File: src/hdl/pba_pkg.sv
`timescale 1ns / 1ps
// ----------------------------------------------------------------------------
// pba_pkg
// Shared types and constants of the bitmap page allocator.
// ----------------------------------------------------------------------------
package pba_pkg;

  localparam int PAGE_W            = 10;
  localparam int COUNT_W           = 11;
  localparam int PAGE_TOTAL_DEF    = 1024;
  localparam int MAP_WORD_BITS_DEF = 32;

  typedef enum logic {
    CMD_ALLOC = 1'b0,
    CMD_FREE  = 1'b1
  } cmd_t;

  typedef enum logic [1:0] {
    ST_OK   = 2'd0,
    ST_FULL = 2'd1,
    ST_BAD  = 2'd2
  } status_t;

  typedef struct packed {
    cmd_t              cmd;
    logic [PAGE_W-1:0] page_index;
  } req_t;

  typedef struct packed {
    status_t            status;
    logic [PAGE_W-1:0]  granted_page;
    logic [PAGE_W-1:0]  owner_tag;
    logic [COUNT_W-1:0] pages_in_use;
  } rsp_t;

endpackage

File: src/hdl/page_bitmap_allocator_core.sv
`timescale 1ns / 1ps
// ----------------------------------------------------------------------------
// page_bitmap_allocator_core
// First-fit page allocator over a one-bit-per-page map held in a RAM.
// ----------------------------------------------------------------------------
// allocate: the scan reads map words from word 0 up to the first one with a clear
//   bit (one RAM word read per cycle, up to 32 words), then gives the done beat
// free: one read, a write back if the page was taken, then the done beat
// busy clears in the cycle of the done beat; one command at a time
// reset: map clear pass over all PAGE_TOTAL/MAP_WORD_BITS map words (32) with busy high,
//   page 0 taken, count 1; results are a single-cycle beat, never stalled
// ----------------------------------------------------------------------------
module page_bitmap_allocator_core #(
  parameter int PAGE_TOTAL    = pba_pkg::PAGE_TOTAL_DEF,
  parameter int MAP_WORD_BITS = pba_pkg::MAP_WORD_BITS_DEF
) (
  input  logic          clk,
  input  logic          rst,
  input  logic          start,
  input  pba_pkg::req_t request,
  output logic          busy,
  output logic          done,
  output pba_pkg::rsp_t result
);

  import pba_pkg::*;

  localparam int MapWords = (PAGE_TOTAL + MAP_WORD_BITS - 1) / MAP_WORD_BITS;
  localparam int AddrW    = (MapWords > 1) ? $clog2(MapWords) : 1;
  localparam int PosW     = $clog2(MAP_WORD_BITS);
  localparam int SpanW    = $clog2(MapWords * MAP_WORD_BITS) + 1;
  localparam int FullW    = (SpanW > PAGE_W + 1) ? SpanW : PAGE_W + 1;
  localparam int LastWord = MapWords - 1;
  localparam int TailBits = PAGE_TOTAL - LastWord * MAP_WORD_BITS;
  localparam int DivShift = PAGE_W + PosW;
  localparam int DivMul   = (1 << DivShift) / MAP_WORD_BITS + 1;
  localparam int ProdW    = 2 * PAGE_W + 1;
  localparam int QuotW    = ProdW - DivShift;
  localparam logic [MAP_WORD_BITS-1:0] TailFill = {MAP_WORD_BITS{1'b1}} << TailBits;

  typedef enum logic [3:0] {
    S_CLEAR = 4'b0001,
    S_IDLE  = 4'b0010,
    S_SCAN  = 4'b0100,
    S_FREE  = 4'b1000
  } state_t;

  state_t              state;
  state_t              state_next;
  logic [AddrW-1:0]    word_idx;
  logic [PAGE_W-1:0]   req_idx;
  logic                req_ok;
  logic [COUNT_W-1:0]  count;

  logic                ram_we;
  logic [AddrW-1:0]    ram_waddr;
  logic [MAP_WORD_BITS-1:0] ram_wdata;
  logic [AddrW-1:0]    ram_raddr;
  logic [MAP_WORD_BITS-1:0] ram_rdata;

  logic [ProdW-1:0]    div_prod;
  logic [QuotW-1:0]    div_q;
  logic                in_range;
  logic [AddrW-1:0]    free_word;
  logic [PosW-1:0]     free_pos;
  logic                free_taken;
  logic [MAP_WORD_BITS-1:0] free_mask;

  logic [MAP_WORD_BITS-1:0] scan_word;
  logic                last_word;
  logic                found;
  logic [PosW-1:0]     found_pos;
  logic [MAP_WORD_BITS-1:0] found_mask;
  logic [FullW-1:0]    alloc_page;

  logic                accept;

  assign accept    = start && !busy;
  assign busy      = (state != S_IDLE);
  assign last_word = (word_idx == AddrW'(LastWord));

  // word of a page index by reciprocal multiply, exact for all 10-bit indexes
  assign div_prod  = ProdW'(request.page_index) * ProdW'(DivMul);
  assign div_q     = div_prod[ProdW-1:DivShift];
  assign in_range  = (FullW'(request.page_index) < FullW'(PAGE_TOTAL));
  assign free_word = in_range ? AddrW'(div_q) : '0;

  assign free_pos   = PosW'(FullW'(req_idx) - FullW'(word_idx) * FullW'(MAP_WORD_BITS));
  assign free_mask  = MAP_WORD_BITS'(1) << free_pos;
  assign free_taken = |(ram_rdata & free_mask);

  assign scan_word  = ram_rdata | (last_word ? TailFill : '0);
  assign alloc_page = FullW'(word_idx) * FullW'(MAP_WORD_BITS) + FullW'(found_pos);

  pba_find #(
    .WIDTH (MAP_WORD_BITS)
  ) u_find (
    .word   (scan_word),
    .found  (found),
    .pos    (found_pos),
    .onehot (found_mask)
  );

  pba_ram #(
    .WIDTH (MAP_WORD_BITS),
    .DEPTH (MapWords)
  ) u_map (
    .clk   (clk),
    .we    (ram_we),
    .waddr (ram_waddr),
    .wdata (ram_wdata),
    .raddr (ram_raddr),
    .rdata (ram_rdata)
  );

  always_comb begin
    state_next = state;
    ram_we     = 1'b0;
    ram_waddr  = word_idx;
    ram_wdata  = ram_rdata;
    ram_raddr  = word_idx;
    unique case (state)
      S_CLEAR: begin
        ram_we    = 1'b1;
        ram_wdata = (word_idx == '0) ? MAP_WORD_BITS'(1) : '0;
        if (last_word) begin
          state_next = S_IDLE;
        end
      end
      S_IDLE: begin
        if (start) begin
          if (request.cmd == CMD_ALLOC) begin
            ram_raddr  = '0;
            state_next = S_SCAN;
          end else begin
            ram_raddr  = free_word;
            state_next = S_FREE;
          end
        end
      end
      S_SCAN: begin
        ram_raddr = word_idx + AddrW'(1);
        if (found) begin
          ram_we     = 1'b1;
          ram_wdata  = ram_rdata | found_mask;
          state_next = S_IDLE;
        end else if (last_word) begin
          state_next = S_IDLE;
        end
      end
      S_FREE: begin
        if (req_ok && free_taken) begin
          ram_we    = 1'b1;
          ram_wdata = ram_rdata & ~free_mask;
        end
        state_next = S_IDLE;
      end
      default: begin
        state_next = S_CLEAR;
      end
    endcase
  end

  always_ff @(posedge clk) begin
    if (rst) begin
      state    <= S_CLEAR;
      word_idx <= '0;
      count    <= COUNT_W'(1);
      done     <= 1'b0;
    end else begin
      state <= state_next;
      done  <= 1'b0;
      unique case (state)
        S_CLEAR: begin
          word_idx <= word_idx + AddrW'(1);
        end
        S_IDLE: begin
          word_idx <= ram_raddr;
          if (accept) begin
            req_idx <= request.page_index;
            req_ok  <= in_range;
          end
        end
        S_SCAN: begin
          word_idx <= ram_raddr;
          if (found) begin
            done   <= 1'b1;
            count  <= count + COUNT_W'(1);
            result <= '{status: ST_OK, granted_page: PAGE_W'(alloc_page),
                        owner_tag: PAGE_W'(count),
                        pages_in_use: count + COUNT_W'(1)};
          end else if (last_word) begin
            done   <= 1'b1;
            result <= '{status: ST_FULL, granted_page: '0, owner_tag: '0,
                        pages_in_use: count};
          end
        end
        S_FREE: begin
          done <= 1'b1;
          if (req_ok && free_taken) begin
            count  <= count - COUNT_W'(1);
            result <= '{status: ST_OK, granted_page: req_idx, owner_tag: '0,
                        pages_in_use: count - COUNT_W'(1)};
          end else begin
            result <= '{status: ST_BAD, granted_page: '0, owner_tag: '0,
                        pages_in_use: count};
          end
        end
        default: begin
          word_idx <= '0;
        end
      endcase
    end
  end

  // a result beat always closes a command that held busy
  assert property (@(posedge clk) disable iff (rst) done |-> $past(busy))
    else $error("result beat without a command in flight");

  // an accepted command keeps the block busy in the following cycle
  assert property (@(posedge clk) disable iff (rst) accept |=> busy && !done)
    else $error("accepted command did not occupy the block");

  // the page count can never exceed the map size
  assert property (@(posedge clk) disable iff (rst) int'(count) <= PAGE_TOTAL)
    else $error("page count above map size");

endmodule

File: src/hdl/pba_ram.sv
`timescale 1ns / 1ps
// ----------------------------------------------------------------------------
// pba_ram
// Generic single write port, single read port RAM with registered read.
// ----------------------------------------------------------------------------
module pba_ram #(
  parameter int WIDTH = 32,
  parameter int DEPTH = 32,
  localparam int AW   = (DEPTH > 1) ? $clog2(DEPTH) : 1
) (
  input  logic             clk,
  input  logic             we,
  input  logic [AW-1:0]    waddr,
  input  logic [WIDTH-1:0] wdata,
  input  logic [AW-1:0]    raddr,
  output logic [WIDTH-1:0] rdata
);

  logic [WIDTH-1:0] mem [DEPTH];

  always_ff @(posedge clk) begin
    if (we) begin
      mem[waddr] <= wdata;
    end
    rdata <= mem[raddr];
  end

endmodule

File: src/hdl/pba_find.sv
`timescale 1ns / 1ps
// ----------------------------------------------------------------------------
// pba_find
// Lowest clear bit search over one map word: one-hot mask and bit position.
// ----------------------------------------------------------------------------
module pba_find #(
  parameter int WIDTH = 32,
  localparam int PW   = $clog2(WIDTH)
) (
  input  logic [WIDTH-1:0] word,
  output logic             found,
  output logic [PW-1:0]    pos,
  output logic [WIDTH-1:0] onehot
);

  logic [WIDTH-1:0] zeros;

  assign zeros  = ~word;
  assign onehot = zeros & (~zeros + WIDTH'(1));
  assign found  = |zeros;

  // encode the one-hot mask, each position bit is an independent or
  always_comb begin
    pos = '0;
    for (int b = 0; b < PW; b++) begin
      for (int j = 0; j < WIDTH; j++) begin
        if (((j >> b) & 1) == 1) begin
          pos[b] = pos[b] | onehot[j];
        end
      end
    end
  end

endmodule
File: config.mk
export PLATFORM = sky130hd
export DESIGN_NAME = page_bitmap_allocator_core
export DESIGN_NICKNAME = d
export VERILOG_FILES = /design/src/hdl/pba_pkg.sv /design/src/hdl/page_bitmap_allocator_core.sv /design/src/hdl/pba_ram.sv /design/src/hdl/pba_find.sv
export SDC_FILE = /design/constraint.sdc
export NUM_CORES = 2
export LEC_CHECK = 0
export BUFFER_PORTS_ARGS = -buffer_cell sky130_fd_sc_hd__buf_4
export CAP_MARGIN = 20
export CORE_MARGIN = 2
export CORE_UTILIZATION = 54
export CTS_CLUSTER_DIAMETER = 120
export CTS_CLUSTER_SIZE = 30
export DETAILED_ROUTE_END_ITERATION = 16
export PLACE_DENSITY = 0.74
export SLEW_MARGIN = 40
export SYNTH_ARGS = -nofsm -noshare
export SYNTH_HDL_FRONTEND = slang
export SYNTH_SLANG_ARGS = --single-unit
export TNS_END_PERCENT = 10
File: constraint.sdc
create_clock -name clk -period 6.6 [get_ports clk]
set_clock_uncertainty 0.05 [all_clocks]
set_input_delay 0.33 -clock clk [delete_from_list [all_inputs] [get_ports clk]]
set_output_delay 0.33 -clock clk [all_outputs]
set_load 0.02 [all_outputs]
# After elaboration in Yosys (flattened, before gate mapping)
# Memory sizes are Yosys's and may differ from the RTL's. A register that Yosys moved wholly into a read port is not among the register bits.
# Cells that the tools add are included.
# totals
register_bits	64
ramBits	1024
inputBits	14
output_inout_bits	35
wordCells	149
memories	1
# memory_table
memory	depth	width	read_ports	rd_ports_with_merged_regs	wr	line_no	source
u_map.mem	32	32	1	1	1	pba_ram.sv:19	logic [WIDTH-1:0] mem [DEPTH];
# classes
add_sub_neg	6
mul	1
n_eq_ne	10
shifts	1
n_mux	28
bitwise	83
reduce_logical	10
# ops
op	count
$mux 33	3
$and 32x32->32	3
$not 32->32	3
$pmux 32 s3	1
$or 1x1->1	75
$pmux 33 s2	1
$mux 32	2
$reduce_or 32->1	2
$add 32x1->32 const B	1
$or 32x32->32	1
$shl 1x5->32 const A	1
$mux 11	2
$pmux 11 s2	1
$mul 10x11->20 const B	1
$mux 4	4
$pmux 4 s4	1
$pmux 5 s3	1
$add 11x1->11 const B	1
$sub 11x1->11 const B	1
$add 10x5->10	1
$mux 5	2
$pmux 5 s2	1
$reduce_and 3->1	3
$mux 1	7
other kinds (18)	20

# Depth between registers and ports, before layout
# logic_depth
word_depth	22
depth_mapped	12
depth_no_buf	9

# Modules after synthesis
# Synthesis repeated with hierarchy kept, for this count alone.
# unflattened
cells_unflattened	2878
hier_area_um2	45444.8
# modules_own_cells
mod	n_inst	cells_each	area_each_um2	seq_area_each_um2
pba_ram	1	2260	40485.1	31390.1
page_bitmap_allocator_core	1	492	4234.1	1711.6
pba_find	1	126	725.7	0.0

# Worst setup path before layout
# No wires, ideal clock.
# synth_path
path_kind	reg2reg
start	reg u_map.rdata[3] (read register of u_map.mem)
end	reg result[0] (netlist name) (enable)
arrival_ns	3.731
slack_ns	2.346
stages_incl_launch_ff	7
synth_period_minus_slack_ns	4.254
path_cell_list	dfxtp_1 -> and4_1 -> nand3_1 -> or4_1 -> clkbuf_1 -> nor3_1 -> a211oi_1
# synth_between
elab_chain_cells	4
# synth_lines
element	line_no	source
from (decl)	pba_ram.sv:16	output logic [WIDTH-1:0] rdata
$not 32->32	pba_find.sv:18	assign zeros = ~word;
$reduce_or 32->1	pba_find.sv:20	assign found = |zeros;
$ne 3x3->1 (no source line)	n/a	
$reduce_and 3->1 (no source line)	n/a	
to (signal assigned)	page_bitmap_allocator_core.sv:194	result <= '{status: ST_FULL, granted_page: '0, owner_tag: '0,
to (signal assigned)	page_bitmap_allocator_core.sv:202	result <= '{status: ST_OK, granted_page: req_idx, owner_tag: '0,
to (signal assigned)	page_bitmap_allocator_core.sv:205	result <= '{status: ST_BAD, granted_page: '0, owner_tag: '0,
to (decl)	page_bitmap_allocator_core.sv:23	output pba_pkg::rsp_t result
# No other way between the ends.
# A chain may end at the register's enable or synchronous reset.

# Worst setup path in the final report
# layout_path
start	reg state[0]
end	reg u_map.rdata[4] (read register of u_map.mem)
# layout_between
elab_chain_cells	2
elab_cells_between_ends	3
cone_classes	eq/ne (2); mux (1)
# layout_lines
element	line_no	source
from (decl)	page_bitmap_allocator_core.sv:48	state_t state;
from (signal assigned)	page_bitmap_allocator_core.sv:171	state <= state_next;
$eq 4x3->1 or $eq 4x2->1 (tied branches)	page_bitmap_allocator_core.sv:122	unique case (state)
$pmux 5 s2 *	page_bitmap_allocator_core.sv:122	
# Every way passes the cells marked *; elsewhere a longest branch is shown, timed or not.

==> impl_metrics.tcl <==
set metrics [dict create \
    cts_tree "yes" \
    place_congestion 0.931 \
    cts_resized 0 \
    synth_cells 3008 \
    grt_pass1_vias 26500 \
    crit_family "simple AND/OR/NAND/NOR gates" \
    relSlewSlack_pct 33.1 \
    core-area_mm2 0.0863 \
    initial_core_util_pct 54.3 \
    hp-class "in2reg" \
    synth_nets 3029 \
    yosys.area.top_type_share_pct 68.3 \
    area_growth_syn_to_layout_pct 9.74 \
    die_h_um 299 \
    io_pins 49 \
    hpwl_um 82400 \
    route.detailed.wl_per_inst_um 29.4 \
    ir_drop_mv 0.246 \
    crit_chain "or4b_1 > nor2_1 > a211oi_4 > buf_4 > buf_12 > mux2i_1 > mux2i_1 > a32oi_1 > nand4_1" \
    rsz0062_at_grt "no" \
    outcome "completed" \
    cp_num_buf_inv 2 \
    finalCritPeriodShare_pct 67.9 \
    overflow 0 \
    avgSynthCellArea_um2 15.6 \
    p_int_mw 9.43 \
    routed_via_density 6.50 \
    layout.nets 3073 \
    slowest_stage "dfxtp_1" \
    seqCellArea_mm2 0.0331 \
    async_flop_share_pct 0 \
    hold_violations 0 \
    tightest_slew_ns 1.00 \
    hold_path_depth 4 \
    finalSetupTns_ns 0 \
    clk_latency_ns 0.66 \
    reg2reg_depth 9 \
    post_cts.repair.setup_buffers 0 \
    grt_pass1_wl_um 181000 \
    critical-path-top-cell-by-count "mux2i_1" \
    drt_first_iter_violations 3405 \
    multi_input_area_mm2 0.0130 \
    cap_violations 0 \
    die_width_um 299 \
    vias 27600 \
    holdCritStartpoint "start" \
    slowest_delay_ns 0.71 \
    drive_gt1_share_pct 15.6 \
    ys_warn_count 0 \
    h-tree-depth 2 \
    ys_types 80 \
    synth-edff-count 1067 \
    clock_path_buffers 3 \
    r2r_slack_ns 2.12 \
    synth_area_leaders "edfxtp_1, mux2i_1, mux2_2, dfxtp_1, nand2_1" \
    dominantRegCellSynth "edfxtp_1" \
    grt_antenna_before_repair 3 \
    ys_seq_area_share_pct 70.6 \
    drc 0 \
    regToRegStartpoint "state[0]$_SDFFE_PP1P_" \
    clockPowerShare_pct 27.9 \
    grt_max_degree 99 \
    synth_top_area_cell "edfxtp_1" \
    ys_ff_latch 1120 \
    place.port_buffers 48 \
    power_frac_comb_pct 7.0 \
    worst_hold_path.endpoint "state[2]$_SDFFE_PP0P_" \
    switching_share_pct 22.7 \
    clk_pin_slew_ns 0.12 \
    post-route-min-period_ns 4.48 \
    clock_sinks 1120 \
    maxSlewViolCount 0 \
    dpl_cell_area_mm2 0.0499 \
    r2r_end "u_map.rdata[4]$_DFF_P_" \
    cp_max_fo 69 \
    worstSetupStartpointType "flip-flop" \
    rows 108 \
    wl_um 125000 \
    clockRootBuffer "clkbuf_16" \
    fmax_mhz 223 \
    critPathCaptureType "flip-flop" \
    required_ns 6.99 \
    critical_path_class "reg2reg" \
    nFillCells 6235 \
    cp-startpoint "state[0]$_SDFFE_PP1P_" \
    final_area_mm2 0.0515 \
    cellLeakagePower_nw 17.5 \
    p_sw_mw 2.77 \
    drt_pass1_iterations 5 \
    numCtsBuffers 43 \
    pwr-share-seq_pct 65.2 \
    synthesis.area_mm2 0.0469 \
    powerDensity_mw_per_mm2 237 \
    grtUsageTotal_pct 27.5 \
    crit_arrival_ns 4.87 \
    die_area_mm2 0.0892 \
    setup_viol_count_final 0 \
    drt.antenna.violating_nets 0 \
]
## cells in the mapped netlist, types with 6 or more instances
library cell     n
or3_1           15
mux2_2         160
nand3b_1         6
o311ai_0         8
o22ai_1         34
nand2b_1         6
o211ai_1        57
buf_12          10
nand3_1         98
nand4_1         42
a211oi_1        36
o21ai_0         77
a21oi_1         26
and4_1           7
a31oi_1         12
and3_1          25
a32oi_1         72
nor4_1           7
mux2i_1        414
buf_2           40
nor3_1          16
buf_6           14
xnor2_1         11
or2_2            7
dfxtp_1         53
o22a_1          64
a22o_1           7
ha_1             7
nand2_1        257
nor2_1         108
inv_1           27
edfxtp_1      1067
buf_8           17
clkbuf_1       104
## logic make-up (layout without fill, tap and decap cells)
kind of cell,Yosys count,after routing,synth area share (%)
fa+ha+maj,7,7,0.187
buf+inv,221,300,2.90
simple gates,622,622,6.26
xor+xnor,12,12,0.224
flops,1120,1120,70.6
other cells,0,3,0
compound gates,451,451,7.12
mux,575,575,12.7
## metal layers
metal	track usage, %	routed length [um]	vias to the layer above
li1	-	-	11900
met1	38.4	49700	14000
met2	44.1	58500	1488
met3	4.41	11300	241
met4	10.0	5190	0
met5	0	0	-
## cell type report
type	instances	area share, %
inverters	28	0.204
well taps	1155	2.81
flip-flops and latches	1120	64.3
repair buffers	192	4.73
clock buffers	76	2.41
clock inverters	4	0.139
multi-input cells	1667	25.3
diodes	3	0.0146
## flip-flops by register name, indices dropped and copies added (netlist names)
| name | cells |
|---|---|
| u_map.mem | 1024 |
| req_idx | 10 |
| ram_waddr | 5 |
| u_map.rdata | 32 |
| state | 4 |
| result | 33 |
| count | 11 |
| done | 1 |
## through the flow
| stage | hold slack, ns | power (mW) | std cells | utilization, % | setup WS [ns] |
|---|---|---|---|---|---|
| detailed placement | 0.460 | 8.93 | 4146 | 57.8 | 2.24 |
| global route | 0.136 | 12.5 | 4242 | 59.6 | 1.98 |
| CTS | 0.0889 | 12.2 | 4238 | 59.5 | 2.21 |
| finish | 0.107 | 12.2 | 4245 | 59.6 | 2.12 |
| global placement | 0.460 | 8.90 | 4078 | 56.3 | 2.05 |
| floorplan | 0.379 | 8.60 | 3008 | - | 2.35 |
## power groups by stage
stage / Clock [mW] / Combinational, mW / Sequential [mW]
finish: 3.40 / 0.849 / 7.95
global route: 3.66 / 0.893 / 7.95
CTS: 3.41 / 0.838 / 7.94
detailed placement: 0 / 0.830 / 8.10
global placement: 0 / 0.794 / 8.10
floorplan: 0 / 0.598 / 8.00
## worst max-delay path by stage
stage                                   to  slack, ns  depth (start not counted)
floorplan              result[0]$_DFFE_PP_       2.35                          6
global placement    u_map.rdata[4]$_DFF_P_       2.05                         10
detailed placement  u_map.rdata[4]$_DFF_P_       2.24                          9
CTS                 u_map.rdata[4]$_DFF_P_       2.21                          9
global route        u_map.rdata[4]$_DFF_P_       1.98                          9
finish              u_map.rdata[4]$_DFF_P_       2.12                          9
## worst register-to-register path, cell delays in order, from the launching register on
cell and delay, ns:
dfxtp_1 0.71, or4b_1 0.69, nor2_1 0.21, a211oi_4 0.42, buf_4 0.48, buf_12 0.44, mux2i_1 0.39, mux2i_1 0.11
a32oi_1 0.38, nand4_1 0.37
## layout by cell type, fill, tap and decap left out, drive strengths merged, types with 4 or more instances in the layout
| cell type | instances |
|---|---|
| a211oi | 37 |
| a21oi | 27 |
| a221oi | 5 |
| a22o | 7 |
| a22oi | 5 |
| a31oi | 13 |
| a32oi | 72 |
| and3 | 25 |
| and3b | 4 |
| and4 | 7 |
| buf | 179 |
| clkbuf | 77 |
| clkinv | 4 |
| dfxtp | 53 |
| dlygate4sd3 | 12 |
| edfxtp | 1067 |
| ha | 7 |
| inv | 28 |
| mux2 | 161 |
| mux2i | 414 |
| nand2 | 257 |
| nand2b | 6 |
| nand3 | 98 |
| nand3b | 6 |
| nand4 | 42 |
| nor2 | 110 |
| nor2b | 4 |
| nor3 | 16 |
| nor3b | 4 |
| nor4 | 7 |
| o211ai | 57 |
| o21ai | 81 |
| o22a | 64 |
| o22ai | 34 |
| o311ai | 9 |
| o31ai | 7 |
| o41ai | 4 |
| or2 | 7 |
| or3 | 15 |
| xnor2 | 11 |
## timing repair
item                                   4_1_cts  5_1_grt
setup endpoints to repair                    0        0
hold buffers                                12        0
endpoints found under the hold margin       23        0
No activity file was read; power rests on OpenSTA's default activity.
